**src/rtl/core/ale_pkg.sv**
```systemverilog
`timescale 1ns / 1ps
// ale_pkg: shared types and codes for the array list engine.
// No dependencies.
package ale_pkg;

  typedef enum logic [3:0] {
    OP_APPEND      = 4'd0,
    OP_PREPEND     = 4'd1,
    OP_INSERT_AT   = 4'd2,
    OP_UPDATE      = 4'd3,
    OP_READ_FIRST  = 4'd4,
    OP_READ_LAST   = 4'd5,
    OP_READ_AT     = 4'd6,
    OP_REM_FIRST   = 4'd7,
    OP_REM_LAST    = 4'd8,
    OP_REM_AT      = 4'd9,
    OP_SORTED_INS  = 4'd10,
    OP_CLEAR       = 4'd11,
    OP_SEARCH      = 4'd12
  } op_e;

  typedef enum logic [2:0] {
    ST_OK       = 3'd0,
    ST_EMPTY    = 3'd1,
    ST_BADIDX   = 3'd2,
    ST_FULL     = 3'd3,
    ST_NOTFOUND = 3'd4
  } status_e;

  // per-command cell controls, broadcast along the chain
  typedef struct packed {
    logic ins;
    logic rem;
    logic upd;
  } cell_ctrl_t;

  localparam int unsigned InTdataW  = 48;
  localparam int unsigned OutTdataW = 48;

endpackage

```
**src/rtl/core/ale_cell.sv**
```systemverilog
`timescale 1ns / 1ps
// ale_cell: one list entry; shifts with its neighbours and compares with the request value.
// Depends on ale_pkg.
module ale_cell #(
  parameter int unsigned IDX        = 0,
  parameter int unsigned IDX_W      = 6,
  parameter int unsigned DATA_WIDTH = 32
) (
  input  logic                    clk_i,
  input  ale_pkg::cell_ctrl_t     ctrl_i,
  input  logic [IDX_W-1:0]        pos_i,
  input  logic [DATA_WIDTH-1:0]   val_i,
  input  logic [DATA_WIDTH-1:0]   left_i,
  input  logic [DATA_WIDTH-1:0]   right_i,
  output logic [DATA_WIDTH-1:0]   entry_o,
  output logic                    eq_o,
  output logic                    gt_o
);
  import ale_pkg::*;

  localparam logic [IDX_W-1:0] MyIdx = IDX_W'(IDX);

  logic [DATA_WIDTH-1:0] entry_q, entry_d;

  always_comb begin
    entry_d = entry_q;
    if (ctrl_i.ins) begin
      if (MyIdx == pos_i) entry_d = val_i;
      else if (MyIdx > pos_i) entry_d = left_i;
    end else if (ctrl_i.rem) begin
      if (MyIdx >= pos_i) entry_d = right_i;
    end else if (ctrl_i.upd) begin
      if (MyIdx == pos_i) entry_d = val_i;
    end
  end

  always_ff @(posedge clk_i) begin
    entry_q <= entry_d;
  end

  assign entry_o = entry_q;
  assign eq_o    = (entry_q == val_i);
  assign gt_o    = ($signed(val_i) < $signed(entry_q));

endmodule

```
**config.mk**
```make
export PLATFORM = sky130hd
export DESIGN_NAME = ale_cell
export DESIGN_NICKNAME = d
export VERILOG_FILES = /design/src/rtl/core/ale_pkg.sv /design/src/rtl/core/ale_cell.sv
export SDC_FILE = /design/constraint.sdc
export NUM_CORES = 1
export LEC_CHECK = 0
export ABC_CLOCK_PERIOD_IN_PS = 6950
export BUFFER_PORTS_ARGS = -buffer_cell sky130_fd_sc_hd__clkbuf_2
export CAP_MARGIN = 20
export CORE_MARGIN = 2
export CORE_UTILIZATION = 30
export DETAILED_ROUTE_END_ITERATION = 6
export GPL_TIMING_DRIVEN = 0
export PLACE_DENSITY = 0.57
export SLEW_MARGIN = 25
export SYNTH_ARGS = -nofsm -noshare
export SYNTH_HDL_FRONTEND = slang
export SYNTH_SLANG_ARGS = --single-unit
export TNS_END_PERCENT = 50
```
**constraint.sdc**
```tcl
create_clock -name clk_i -period 6.95 [get_ports clk_i]
set_clock_uncertainty 0.1 [all_clocks]
set_input_delay 1.0425 -clock clk_i [delete_from_list [all_inputs] [get_ports clk_i]]
set_output_delay 1.0425 -clock clk_i [all_outputs]
set_load 0.02 [all_outputs]
```
; ---- After elaboration in Yosys (flattened, before gate mapping)
; Index checks and enable logic that the tools add are counted.
[totals]
regBits = 32
input_bits = 106
output_inout_bits = 34
word_cells = 18
[classes]
n_lt_le_gt_ge = 3
eq_ne = 3
mux = 7
n_reduce_logical = 4
[ops]
columns = operator, count
row1 = 2-to-1 mux 32 bit, 7
row2 = equality test 32 bit, 1
row3 = < comparator 32 bit, 1
row4 = greater-or-equal comparator 1 x 6 -> 1 bit (first input constant), 1
row5 = greater-than comparator 1 x 6 -> 1 bit (first input constant), 1
row6 = logical NOT 6 bit, 1
row7 = inequality test 3 x 1 -> 1 bit (second input constant), 2
row8 = nonzero test 3 bit, 2
row9 = AND reduction 4 bit, 1

; ---- Longest topological paths before layout
[depth]
word_depth = 5
depth_mapped = 7

; ---- Worst setup path before layout
; OpenSTA, ideal clock, no wires.
[synth_path]
path_type = input to register
startpoint = in pos_i[3]
endpoint = reg entry_q[0], in the netlist entry_o[0], enable pin
arrival_time_ps = 3065
required_ps = 6429
setup_slack_ps = 3364
path_stages = 4
n_path_buf = 1
path_cell_list = nor4_2 -> nand2_1 -> clkbuf_1 -> nor2_1
[synth_via]
elab_chain_len = 3
[synth_rtl]
columns = item, line_no
row1 = start: declaration, ale_cell.sv:11  ; input logic [IDX_W-1:0] pos_i,
row2 = "greater-than comparator 1 x 6 -> 1 bit, or another cell as far along", ale_cell.sv:29  ; else if (MyIdx > pos_i) entry_d = left_i;
row3 = inequality test 3 x 1 -> 1 bit (no source line) or nonzero test 3 bit (tied branches), --
row4 = AND reduction 4 bit (no source line) (*), --
row5 = end signal: assignment, ale_cell.sv:38  ; entry_q <= entry_d;
row6 = end: declaration, ale_cell.sv:23  ; logic [DATA_WIDTH-1:0] entry_q, entry_d;
; Mark *: on every way between the ends. The rest lies on a longest branch, timed or not.
; A chain may end at the register's enable or synchronous reset.

; ---- Final worst setup path
[layout_path]
startpoint = in val_i[31]
endpoint = out gt_o
[layout_via]
elab_chain_len = 1
[layout_rtl]
columns = item, line_no
row1 = start: declaration, ale_cell.sv:12  ; input logic [DATA_WIDTH-1:0] val_i,
row2 = < comparator 32 bit, ale_cell.sv:43  ; assign gt_o = ($signed(val_i) < $signed(entry_q));
row3 = end: declaration, ale_cell.sv:17  ; output logic gt_o
; No other way between the ends.

==> impl_metrics.tcl <==
set metrics [dict create \
    cts_hold_buf 0 \
    seqCellArea_um2 961 \
    whs_ns 1.02 \
    via_per_inst 4.96 \
    p_leak_nw 1.76 \
    path_buf_inv 2 \
    path_cells "clkbuf_2 > ha_1 > nand4_1 > nor4_1 > o31a_1 > o22ai_2 > clkbuf_2" \
    cp-endpoint "gt_o" \
    final_util_pct 41.0 \
    clockBufferDepth 2 \
    rsz0062_at_grt "no" \
    htree_levels 2 \
    syn_inst 333 \
    cp-start-kind "input pin" \
    finalHoldViolCount 0 \
    route.vias.total 2925 \
    gp_congestion 0.805 \
    grt-ovfl-total 0 \
    dp.final_hpwl_um 7250 \
    cts_sinks 32 \
    antenna_found_initial 0 \
    fillerInstances 948 \
    io_pins 140 \
    cts_root_buffer "clkbuf_8" \
    drc 0 \
    finalCritPeriodShare_pct 55.7 \
    start_util_pct 30.7 \
    clock.fmax_mhz 258 \
    syn_avg_cell_area_um2 8.44 \
    synth_seq_area_share_pct 34.2 \
    rows 35 \
    drive_gt1_share_pct 32.8 \
    port_buffers 137 \
    worst_pin_slew_ns 0.638 \
    largest_reg_flops 32 \
    synth.distinct_cells 31 \
    wl_per_cell_um 15.6 \
    path_delay_family "simple AND/OR/NAND/NOR gates" \
    multi_input_area_um2 1620 \
    cts_tree "done" \
    die_area_um2 10200 \
    outcome "finished, final reports clean" \
    wirelength_um 9220 \
    core_area_um2 9150 \
    powerDensity_nw_per_um2 127 \
    max_stage_delay_ns 0.55 \
    cp.arrival_ns 2.73 \
    crit_path_frequent_cell "clkbuf_2" \
    end_kind "primary output" \
    clk_pin_slew_ns 0.07 \
    fin_cells 590 \
    ys_warn_count 0 \
    vdd_drop_max_mv 0.0634 \
    die_h_um 101 \
    syn_area_um2 2810 \
    period_minus_slack_ns 3.87 \
    dr.pass1.iters 4 \
    die_width_um 101 \
    relSlewSlack_pct 57.5 \
    synth-seq-cells 32 \
    critPathSlowestCell "nor4_1" \
    synthToLayoutAreaGrowth_pct 33.5 \
    numCtsBuffers 5 \
    cp-startpoint "val_i[31]" \
    antenna_cells 0 \
    track_usage_pct 18.2 \
    drv_slew 0 \
    hp-class "in -> reg" \
    placed_cells 582 \
    finalSetupViolCount 0 \
    cp.depth 7 \
    grt_pass1_wl_um 14300 \
    path_max_fanout 4 \
    required_ns 5.81 \
    layout.nets 616 \
    max_cap_viol_count 0 \
    drt_iter0_markers 90 \
    ctsResizeCount 0 \
    crit_type "in -> out" \
    antenna_left 0 \
    grt_max_degree 19 \
    synth.net_count 471 \
    grt_pass1_vias 2877 \
    cts_setup_buffers 0 \
    setup_tns_ns 0 \
]
stage by stage:
stage	instance area, um2	setup slack (ns)	total power [mW]
after floorplan	2810	3.36	0.283
after global placement	3630	2.08	0.335
after detailed placement	3670	3.06	0.338
after CTS	3750	3.05	0.482
after global routing	3750	2.89	0.501
final	3750	3.08	0.474
cells by family (layout without fill, tap and decap cells):
kind of cell | count (synthesis) | in the layout | share of synthesized area (%)
and+or+nand+nor | 127 | 127 | 21.7
adders and majority gates | 32 | 32 | 14.3
AOI/OAI and AO/OA | 89 | 89 | 21.5
DFF | 32 | 32 | 34.2
buffers and inverters | 53 | 199 | 8.37
tightest hold or removal path, cell delays in order:
cell and delay, ns:
clkbuf_2 0.08, nand2_1 0.04, a31oi_1 0.07
where the power goes:
group	internal (mW)	switching, mW
Combinational	0.0536	0.0618
Sequential	0.217	0.00110
Clock	0.0698	0.0712
Total	0.340	0.134
metal layers:
metal	wire length (um)	GRT usage, %	up-vias
met5	0	0	-
met4	77	3.90	0
met3	514	2.77	6
met2	4460	32.3	92
met1	4180	23.3	1332
li1	-	-	1495
final cells by class:
class	count	share of cell area (%)
inverters	32	3.20
clock buffers	7	2.04
flip-flops and latches	32	25.6
plain buffers	21	3.07
clock inverters	1	0.100
repair buffers	138	19.0
well taps	111	3.70
multi-input cells	248	43.2
layout by cell type (no fill, tap or decap), types with 2 or more instances in the layout:
master,synthesis,routed
nand4_1,8,8
nor2b_1,30,30
a211oi_1,32,32
nand2_1,72,72
clkbuf_2,0,137
edfxtp_1,32,32
nor4_2,2,2
buf_2,2,2
clkbuf_8,0,5
clkbuf_1,12,14
o21ai_0,4,4
ha_1,32,32
buf_4,3,3
nor2_1,6,5
buf_6,3,3
a31oi_1,32,32
a21o_1,2,2
nand3_1,2,2
nor3_1,2,2
and2b_1,2,2
inv_1,32,32
a21oi_1,12,12
Yosys cell counts:
master	instances	area, um2
nor2_1	6	22.5
o21ai_0	4	20.0
nand2_1	72	270
a21boi_2	1	11.3
buf_2	2	10.0
a21o_1	2	15.0
a21oi_2	1	8.76
nor4_1	1	6.26
nor4_2	2	25.0
o31a_1	1	8.76
o211ai_1	1	7.51
a31oi_1	32	200
nor2b_1	30	188
a221o_1	1	10.0
ha_1	32	400
o22ai_2	1	12.5
clkbuf_1	12	45.0
buf_1	1	3.75
a211oi_1	32	240
nand4_1	8	50.1
nand3_1	2	10.0
buf_4	3	22.5
buf_6	3	33.8
nand2b_1	1	6.26
inv_1	32	120
nor3_1	2	10.0
and2b_1	2	15.0
a21oi_1	12	60.1
and2_1	1	6.26
edfxtp_1	32	961
a221oi_1	1	8.76
worst min-delay path by stage:
stage | end | slack [ns] | depth (start not counted) | start
after floorplan | entry_o[18] | 1.22 | 2 | right_i[18]
after global placement | entry_o[27] | 1.31 | 3 | left_i[27]
after detailed placement | entry_o[17] | 1.31 | 3 | left_i[17]
after CTS | entry_o[10] | 1.01 | 3 | left_i[10]
after global routing | entry_o[4] | 1.02 | 3 | left_i[4]
final | entry_o[10] | 1.02 | 3 | left_i[10]
(Power assumes the default switching activity.)
